--- config.mk ---
export PLATFORM = sky130hd
export DESIGN_NAME = execution_time_profiler
export DESIGN_NICKNAME = d
export VERILOG_FILES = /design/src/design/eprof_pkg.sv /design/src/design/eprof_stamp_mem.sv /design/src/design/eprof_stat_mem.sv /design/src/design/eprof_update.sv /design/src/design/execution_time_profiler.sv
export SDC_FILE = /design/constraint.sdc
export NUM_CORES = 2
export LEC_CHECK = 0
export BUFFER_PORTS_ARGS = -buffer_cell sky130_fd_sc_hd__buf_2
export CELL_PAD_IN_SITES_DETAIL_PLACEMENT = 1
export CELL_PAD_IN_SITES_GLOBAL_PLACEMENT = 1
export CORE_MARGIN = 2
export CORE_UTILIZATION = 55
export DETAILED_ROUTE_END_ITERATION = 12
export PLACE_DENSITY_LB_ADDON = 0.1
export RECOVER_POWER = 100
export SETUP_SLACK_MARGIN = 0.05
export SLEW_MARGIN = 5
export SYNTH_ARGS = -nofsm -noshare
export SYNTH_HDL_FRONTEND = slang
export SYNTH_HIERARCHICAL = 1
export SYNTH_SLANG_ARGS = --single-unit
--- constraint.sdc ---
create_clock -name clk -period 13.55 [get_ports clk]
set_clock_uncertainty 0.1 [all_clocks]
set_input_delay 2.71 -clock clk [delete_from_list [all_inputs] [get_ports clk]]
set_output_delay 2.71 -clock clk [all_outputs]
set_load 0.02 [all_outputs]
--- src/design/eprof_pkg.sv ---
// shared types and constants for the execution time profiler
// no dependencies; used by every module of the block
package eprof_pkg;

	localparam int SEGMENTS   = 16;
	localparam int TIME_WIDTH = 32;
	localparam int SEG_AW     = (SEGMENTS > 1) ? $clog2(SEGMENTS) : 1;
	localparam int SHIFT_W    = 5;

	typedef logic [TIME_WIDTH-1:0] time_t;
	typedef logic [SEG_AW-1:0]     seg_idx_t;
	typedef logic [SHIFT_W-1:0]    shift_t;

	typedef enum logic {
		KIND_ENTER = 1'b0,
		KIND_LEAVE = 1'b1
	} kind_t;

	// per-segment statistics word as stored in the statistics memory
	typedef struct packed {
		time_t average;
		time_t minimum;
		time_t maximum;
	} stat_t;

endpackage

--- src/design/eprof_stamp_mem.sv ---
// enter timestamp memory, one entry per segment, registered read
// depends on eprof_pkg; entries never written read as zero
module eprof_stamp_mem (
	input  logic                clk,
	input  logic                arst_n,
	input  logic                wr_en,
	input  eprof_pkg::seg_idx_t wr_addr,
	input  eprof_pkg::time_t    wr_data,
	input  logic                rd_en,
	input  eprof_pkg::seg_idx_t rd_addr,
	output eprof_pkg::time_t    rd_data
);

	eprof_pkg::time_t               mem [eprof_pkg::SEGMENTS];
	logic [eprof_pkg::SEGMENTS-1:0] written_q;
	eprof_pkg::time_t               rd_data_q;
	logic                           rd_written_q;

	always_ff @(posedge clk) begin
		if (wr_en) begin
			mem[wr_addr] <= wr_data;
		end
		if (rd_en) begin
			rd_data_q <= mem[rd_addr];
		end
	end

	always_ff @(posedge clk or negedge arst_n) begin
		if (!arst_n) begin
			written_q    <= '0;
			rd_written_q <= 1'b0;
		end else begin
			if (wr_en) begin
				written_q[wr_addr] <= 1'b1;
			end
			if (rd_en) begin
				rd_written_q <= written_q[rd_addr];
			end
		end
	end

	assign rd_data = rd_written_q ? rd_data_q : '0;

endmodule

--- src/design/eprof_stat_mem.sv ---
// statistics memory (average, minimum, maximum) with per-segment first flags
// depends on eprof_pkg; registered read
module eprof_stat_mem (
	input  logic                clk,
	input  logic                arst_n,
	input  logic                wr_en,
	input  eprof_pkg::seg_idx_t wr_addr,
	input  eprof_pkg::stat_t    wr_data,
	input  logic                rd_en,
	input  eprof_pkg::seg_idx_t rd_addr,
	output eprof_pkg::stat_t    rd_data,
	output logic                rd_first
);

	eprof_pkg::stat_t               mem [eprof_pkg::SEGMENTS];
	logic [eprof_pkg::SEGMENTS-1:0] seen_q;
	eprof_pkg::stat_t               rd_data_q;
	logic                           rd_seen_q;

	always_ff @(posedge clk) begin
		if (wr_en) begin
			mem[wr_addr] <= wr_data;
		end
		if (rd_en) begin
			rd_data_q <= mem[rd_addr];
		end
	end

	// a segment stays first-pending until its statistics are first written
	always_ff @(posedge clk or negedge arst_n) begin
		if (!arst_n) begin
			seen_q    <= '0;
			rd_seen_q <= 1'b0;
		end else begin
			if (wr_en) begin
				seen_q[wr_addr] <= 1'b1;
			end
			if (rd_en) begin
				rd_seen_q <= seen_q[rd_addr];
			end
		end
	end

	assign rd_data  = rd_data_q;
	assign rd_first = !rd_seen_q;

endmodule

--- src/design/eprof_update.sv ---
// elapsed time and statistics update: subtract, min/max compare, average step
// depends on eprof_pkg; purely combinational
module eprof_update (
	input  eprof_pkg::time_t  leave_stamp,
	input  eprof_pkg::time_t  enter_stamp,
	input  logic              first,
	input  eprof_pkg::stat_t  old_stat,
	input  eprof_pkg::shift_t average_shift,
	output eprof_pkg::time_t  elapsed,
	output eprof_pkg::stat_t  new_stat
);

	eprof_pkg::time_t el;
	eprof_pkg::time_t avg_base;
	eprof_pkg::time_t step;

	always_comb begin
		el       = leave_stamp - enter_stamp;
		new_stat = old_stat;
		if (first) begin
			new_stat.minimum = el;
			new_stat.maximum = el;
			avg_base         = el;
		end else begin
			avg_base = old_stat.average;
			// minimum has priority; maximum only checked when minimum holds
			if (el < old_stat.minimum) begin
				new_stat.minimum = el;
			end else if (el > old_stat.maximum) begin
				new_stat.maximum = el;
			end
		end
		if (avg_base < el) begin
			step             = (el - avg_base) >> average_shift;
			new_stat.average = avg_base + step;
		end else begin
			step             = (avg_base - el) >> average_shift;
			new_stat.average = avg_base - step;
		end
	end

	assign elapsed = el;

endmodule

--- src/design/execution_time_profiler.sv ---
// execution time profiler top level: request decode, memories, result register
// depends on eprof_pkg, eprof_stamp_mem, eprof_stat_mem, eprof_update
//
// channel   ports                                         handshake
// request   kind, segment, timestamp                      start & !busy
// result    out_segment, elapsed_time, average_time,      result_strobe, one cycle
//           minimum_time, maximum_time
// config    cfg_data (average_shift)                      cfg_valid & cfg_ready
//
// an enter request leaves busy low, and the next request follows at once.
// a leave request reads both memories at the accepting edge, updates while busy is high
// and writes back at the edge that ends busy; no request is accepted while busy.
// the result strobe is high in the cycle after busy; the receiver cannot stall.
// reset clears the first flags and the enter-stamp valid bits; no clearing pass.
module execution_time_profiler (
	input  logic        clk,
	input  logic        arst_n,
	input  logic        start,
	output logic        busy,
	input  logic        kind,
	input  logic [3:0]  segment,
	input  logic [31:0] timestamp,
	output logic        result_strobe,
	output logic [3:0]  out_segment,
	output logic [31:0] elapsed_time,
	output logic [31:0] average_time,
	output logic [31:0] minimum_time,
	output logic [31:0] maximum_time,
	input  logic        cfg_valid,
	output logic        cfg_ready,
	input  logic [4:0]  cfg_data
);

	logic                accept;
	logic                in_range;
	logic                leave_req;
	logic                enter_req;
	eprof_pkg::seg_idx_t seg_idx;
	eprof_pkg::time_t    stamp_in;

	eprof_pkg::shift_t   shift_q;
	logic                busy_q;
	eprof_pkg::seg_idx_t idx_s1;
	logic [3:0]          seg_s1;
	eprof_pkg::time_t    stamp_s1;

	eprof_pkg::time_t    enter_rd;
	eprof_pkg::stat_t    stat_rd;
	logic                first_rd;
	eprof_pkg::time_t    elapsed;
	eprof_pkg::stat_t    new_stat;

	logic                strobe_q;
	logic [3:0]          seg_s2;
	eprof_pkg::time_t    elapsed_s2;
	eprof_pkg::stat_t    stat_s2;

	assign accept    = start && !busy_q;
	assign in_range  = 32'(segment) < eprof_pkg::SEGMENTS;
	assign leave_req = accept && in_range && (kind == eprof_pkg::KIND_LEAVE);
	assign enter_req = accept && in_range && (kind == eprof_pkg::KIND_ENTER);
	assign seg_idx   = eprof_pkg::SEG_AW'(segment);
	assign stamp_in  = eprof_pkg::TIME_WIDTH'(timestamp);

	assign cfg_ready = 1'b1;

	always_ff @(posedge clk or negedge arst_n) begin
		if (!arst_n) begin
			shift_q  <= eprof_pkg::shift_t'(4);
			busy_q   <= 1'b0;
			strobe_q <= 1'b0;
		end else begin
			if (cfg_valid && cfg_ready) begin
				shift_q <= cfg_data;
			end
			busy_q   <= leave_req;
			strobe_q <= busy_q;
		end
	end

	always_ff @(posedge clk) begin
		if (leave_req) begin
			idx_s1   <= seg_idx;
			seg_s1   <= segment;
			stamp_s1 <= stamp_in;
		end
		if (busy_q) begin
			seg_s2     <= seg_s1;
			elapsed_s2 <= elapsed;
			stat_s2    <= new_stat;
		end
	end

	eprof_stamp_mem u_stamp_mem (
		.clk     (clk),
		.arst_n  (arst_n),
		.wr_en   (enter_req),
		.wr_addr (seg_idx),
		.wr_data (stamp_in),
		.rd_en   (leave_req),
		.rd_addr (seg_idx),
		.rd_data (enter_rd)
	);

	// write-back lands before the next leave can read, so no forwarding
	eprof_stat_mem u_stat_mem (
		.clk      (clk),
		.arst_n   (arst_n),
		.wr_en    (busy_q),
		.wr_addr  (idx_s1),
		.wr_data  (new_stat),
		.rd_en    (leave_req),
		.rd_addr  (seg_idx),
		.rd_data  (stat_rd),
		.rd_first (first_rd)
	);

	eprof_update u_update (
		.leave_stamp   (stamp_s1),
		.enter_stamp   (enter_rd),
		.first         (first_rd),
		.old_stat      (stat_rd),
		.average_shift (shift_q),
		.elapsed       (elapsed),
		.new_stat      (new_stat)
	);

	assign busy          = busy_q;
	assign result_strobe = strobe_q;
	assign out_segment   = seg_s2;
	assign elapsed_time  = 32'(elapsed_s2);
	assign average_time  = 32'(stat_s2.average);
	assign minimum_time  = 32'(stat_s2.minimum);
	assign maximum_time  = 32'(stat_s2.maximum);

	a_busy_one_cycle: assert property (@(posedge clk) disable iff (!arst_n)
		busy_q |=> !busy_q)
		else $error("busy held longer than one cycle");

	a_strobe_after_busy: assert property (@(posedge clk) disable iff (!arst_n)
		strobe_q |-> $past(busy_q))
		else $error("result strobe without a leave update");

	a_min_le_max: assert property (@(posedge clk) disable iff (!arst_n)
		strobe_q |-> (stat_s2.minimum <= stat_s2.maximum))
		else $error("minimum above maximum");

	a_avg_in_bounds: assert property (@(posedge clk) disable iff (!arst_n)
		strobe_q |-> (stat_s2.average >= stat_s2.minimum && stat_s2.average <= stat_s2.maximum))
		else $error("average outside minimum and maximum");

endmodule
Yosys cells after proc, flatten, opt, wreduce, memory -nomap -nowiden:

Memory sizes are Yosys's and may differ from the RTL's. A register that Yosys moved wholly into a read port is not among the register bits.
Index checks and enable logic that the tools add are counted.

* bits in registers: 209
* bits in writable memories: 2048
* input bits: 46
* memories kept: 2

* add/sub/neg operators: 5
* magnitude comparators: 7
* shifts and indexed selects: 2
* muxes and demuxes: 19
* bitwise operators: 3
* reduce and logical (&&, ||, !) cells: 6

Memories
* u_stat_mem.mem: words 16, bits a word 96, rd ports 1, clocked after memory_dff 1, write ports 1, line eprof_stat_mem.sv:15 `eprof_pkg::stat_t mem [eprof_pkg::SEGMENTS];`
* u_stamp_mem.mem: words 16, bits a word 32, rd ports 1, clocked after memory_dff 1, write ports 1, line eprof_stamp_mem.sv:14 `eprof_pkg::time_t mem [eprof_pkg::SEGMENTS];`

Operators with widths (number)
* 32-bit 2-to-1 mux: 6
* 32-bit subtractor: 4
* 32-bit < comparator: 2
* 64-bit 2-to-1 mux: 1
* 32-bit by 5-bit >> shifter with 32-bit output: 2
* 32-bit adder: 1
* 32-bit > comparator: 1
* 16-bit bitwise OR: 2
* 4-bit by 5-bit < comparator with 1-bit output (second input constant): 2
* 1-bit binary-select mux with 4-bit select: 2
* 1-bit demux with 4-bit select: 2
* 4-bit by 1-bit greater-or-equal comparator with 1-bit output (second input constant): 2
* 1-bit 2-to-1 mux: 8
* 1-bit logical AND: 5
* 1-bit logical NOT: 1
* 1-bit inverter: 1

Longest topological paths before layout:

* word-level depth: 7
* mapped depth: 55
* gate-level depth less buffers: 50

By module:

The synthesis kept the hierarchy.

By module, submodules not included
* eprof_stat_mem: instances 1, cells each 2285, area an instance 61311.3 um^2, seq. area each 49432.4 um^2
* eprof_stamp_mem: instances 1, cells each 841, area an instance 21137.8 um^2, seq. area each 16761.1 um^2
* eprof_update: instances 1, cells each 2412, area an instance 16052.9 um^2, seq. area each 0.0 um^2
* execution_time_profiler: instances 1, cells each 184, area an instance 5305.1 um^2, seq. area each 5221.3 um^2

Worst setup path after synthesis:

Ideal clock, no wire load.

* path kind: register to register
* start point: reg busy_q (netlist: busy)
* end point: reg u_stat_mem/seen_q[12] (netlist bit)
* library setup time: 0.106 ns
* data arrival time: 11.016 ns
* data required time: 13.344 ns
* path slack: 2.328 ns
* stages on the path, launching flop included: 4
* buffers on the path: 0
* cell sequence: dfrtp_1 nand3_1 nor3_1 or2_2

RTL lines
* start: declaration: line execution_time_profiler.sv:42 `logic busy_q;`
* start signal: assignment: line execution_time_profiler.sv:76 `busy_q <= leave_req;`
* end signal: assignment: line eprof_stat_mem.sv:32 `seen_q <= '0;`
* end signal: indexed assignment: line eprof_stat_mem.sv:36 `seen_q[wr_addr] <= 1'b1;`
* end: declaration: line eprof_stat_mem.sv:16 `logic [eprof_pkg::SEGMENTS-1:0] seen_q;`

==> impl_metrics.ini <==
[finish]
nets = 6223
layout-drive-gt1-share = 0.203
final_util = 0.611
area_growth_pct = 10.4

[synthesis]
synthMuxAreaShare = 0.158
synth_edf_count = 2344
ys_seq_area_frac = 0.688
synth_compound_area_frac = 0.0560
synthFlopType = edfxtp_1
ys_seq_elements = 2385
syn_nets = 5933
synth_area_per_cell_sq_um = 18.1
synth.distinct_cells = 119
syn_area_sq_um = 104000
synthesis.instances = 5722
synthSimpleGateAreaFrac = 0.0417
async_flop_share = 0.0172
synth_top_family_by_area = multiplexers
synth_xor_area_frac = 0.0134
synthAdderAreaFrac = 0.0209
yosysWarnings = 6

[floorplanning]
die_w_um = 438
dieArea_sq_um = 192000
io_pins = 181
initial_core_util = 0.553
chipHeight_um = 438
core_sq_um = 188000
num_rows = 159

[global_routing]
grt_pass1_wl_um = 449000
antenna_found_initial = 12
grt_pass1_vias = 60800
grt_max_degree = 126
overflow = 0
gr-usage-all-layers = 0.329

[clock_tree]
h-tree-depth = 4
clkTransAtPathRegs_ns = 0.06
ctsHoldBuffers = 0
worstSkewPairLatency_ns = 0.92
cts_root_buffer = clkbuf_16
cts_sinks = 2385
cts_buffers = 229
clk_path_buf_depth = 3
cts_tree = yes

[sta]
setup_viol = 0
clock.fmax_mhz = 77.0
period_minus_slack_ns = 12.99
finalSetupTns_ns = 0
fin_crit_sh = 0.959
hold_viol_final = 0
tightest_slew_ns = 9.80
fin_ws_ns = 0.558
drv_slew = 3295
rsz0062_at_grt = no
maxSlewHeadroom = -5.53
hold-worst-slack_ns = 0.362

[drt]
dr.pass1.iters = 6
antenna_left = 0
vias_per_cell = 6.75
routed_wl_um = 315000
routedWlPerCell_um = 36.2
dr.first_iter.drc_count = 6572
via_count = 58800
remaining_drc_errors = 0

[worst_setup_path]
crit_path_max_incr_delay_ns = 0.68
path_common_cell = o21ai_0
cp_slowest_cell = o21ai_0
r2r_start = u_stamp_mem/rd_written_q
cp-endpoint = u_stat_mem/mem[2][92]
critPathArrivalTime_ns = 13.50
r2r_end = u_stat_mem/mem[2][92]
worstSetupPathType = reg -> reg
worst_ep_required_time_ns = 14.05
crit_path_end_kind = flip-flop
cp_max_fo = 23
ff2ff_setup_slack_ns = 0.56
startpoint = u_stamp_mem/rd_written_q
ff2ff_path_depth = 45
start_kind = flip-flop

[status]
status = complete, but fails checks
violations = capacitance limit, slew limit

[pwr]
powerDensity_nw_per_um2 = 264
power_mw = 30.3
vdd_drop_max_mv = 0.263
p_leak_nw = 37.3

[place]
gp_congestion = 0.985
io_buffers = 179
dp_hpwl_um = 195000
preCtsSetupSlack_ns = 0.0119

[min_path]
hold_class = reg -> reg
hold_start = u_stamp_mem/written_q[7]

[run]
drv_cap = 86
cell usage after synthesis, drive strengths merged (29+ instances only):
library cell     n  area (sq um)
a211oi          43           328
a21o            72           541
a21oi          220          1140
a31oi           37           238
and2            69           432
buf            121           900
clkbuf         177           666
dfrtp           40          1000
edfxtp        2344         70400
ha             161          2010
inv            195           732
mux2            46           518
mux2i           96           961
mux4           661         14900
nand2          198           746
nand3           83           415
nand4           36           240
nor2           200           753
nor3            76           385
o21a            29           219
o21ai          169           853
or2             47           294
xnor2           96           863
xor2            55           482
how the worst min path moves through the flow:
stage                                            to  cells after the start
final                      u_stamp_mem/written_q[7]                      1
after detailed placement   u_stamp_mem/written_q[7]                      1
after CTS                  u_stamp_mem/written_q[7]                      1
after floorplan           u_stamp_mem/written_q[12]                      1
after global routing          u_stat_mem/seen_q[14]                      1
after global placement         u_stat_mem/seen_q[2]                      1
placed cells by master, fill, tap and decap left out, types with 28 or more instances in the layout:
cell	instances
clkinv_1	53
o21ai_0	129
edfxtp_1	2344
inv_1	192
a21oi_1	208
mux2_2	42
nand2b_1	28
mux2i_1	91
clkinv_2	39
a31oi_1	35
nand4_1	35
a21o_1	72
and2_1	63
xnor2_1	89
xor2_1	50
clkbuf_16	231
a211oi_1	41
o21ai_1	38
or2_2	43
buf_4	73
nand3_1	83
o21a_1	28
nand2_1	197
clkbuf_1	313
nor2_1	192
nor3_1	74
dfrtp_1	38
ha_1	154
mux4_2	658
cell type report:
cell class,count,area (sq um)
inverters,198,744
flip-flops and latches,2385,71400
clock buffers,293,6080
fillers,16200,73000
diodes,5,12.5
clock inverters,126,1190
multi-input cells,2841,30300
well taps,2495,3120
repair buffers,357,1740
power breakdown:
group	switching, mW	leakage, nW	internal, mW
Combinational	8.88	12.1	3.48
Sequential	0.159	21.7	11.5
Clock	2.76	3.55	3.46
Total	11.8	37.3	18.5
sequential cells by signal (all words and copies together), names as in the netlist:
register / cells
seg_s1: 4
u_stat_mem/mem: 1536
average_time: 32
elapsed_time: 32
u_stamp_mem/rd_written_q: 1
maximum_time: 32
u_stamp_mem/rd_data_q: 32
out_segment: 4
u_stat_mem/rd_data: 96
stamp_s1: 32
busy: 1
u_stat_mem/seen_q: 16
u_stamp_mem/written_q: 16
result_strobe: 1
u_stamp_mem/mem: 512
shift_q: 5
u_stat_mem/rd_seen_q: 1
minimum_time: 32
per-layer routing:
layer	GRT usage	vias to the layer above	wire (um)	share of wire
met5	0	-	36	0.00011
met4	0.128	6	14100	0.045
met3	0.0504	562	24400	0.077
met2	0.528	2858	152000	0.48
met1	0.461	31400	125000	0.40
li1	-	23900	-	-
cell families after synthesis:
kind of cell / count (synthesis)
mux: 803
simple gates: 856
fa+ha+maj: 173
buf+inv: 496
compound gates: 855
flops: 2385
other cells: 1
xor+xnor: 153
critical path: cells and delay by family, from the launching register on:
family / cells / cell delay (ns)
XOR/XNOR: 1 / 0.24
AO/OA/AOI/OAI: 26 / 7.45
flip-flops: 1 / 0.58
buffers and inverters: 5 / 0.89
adder cells (fa/ha/maj): 3 / 1.27
multiplexers: 1 / 0.38
AND/OR/NAND/NOR: 9 / 1.71
stage by stage:
stage,std cells,instance area [sq um]
6_report,8700,115000
5_1_grt,8697,115000
4_1_cts,8694,115000
3_5_place_dp,8275,108000
3_3_place_gp,8275,108000
2_1_floorplan,5722,104000
timing repair:
| item | in CTS | in global routing |
|---|---|---|
| pin swaps | 0 | 1 |
| resized for setup | 5 | 25 |
| setup endpoints to repair | 83 | 272 |
| buffers inserted | 0 | 1 |
Note: power is estimated with default switching activity, not from simulation.
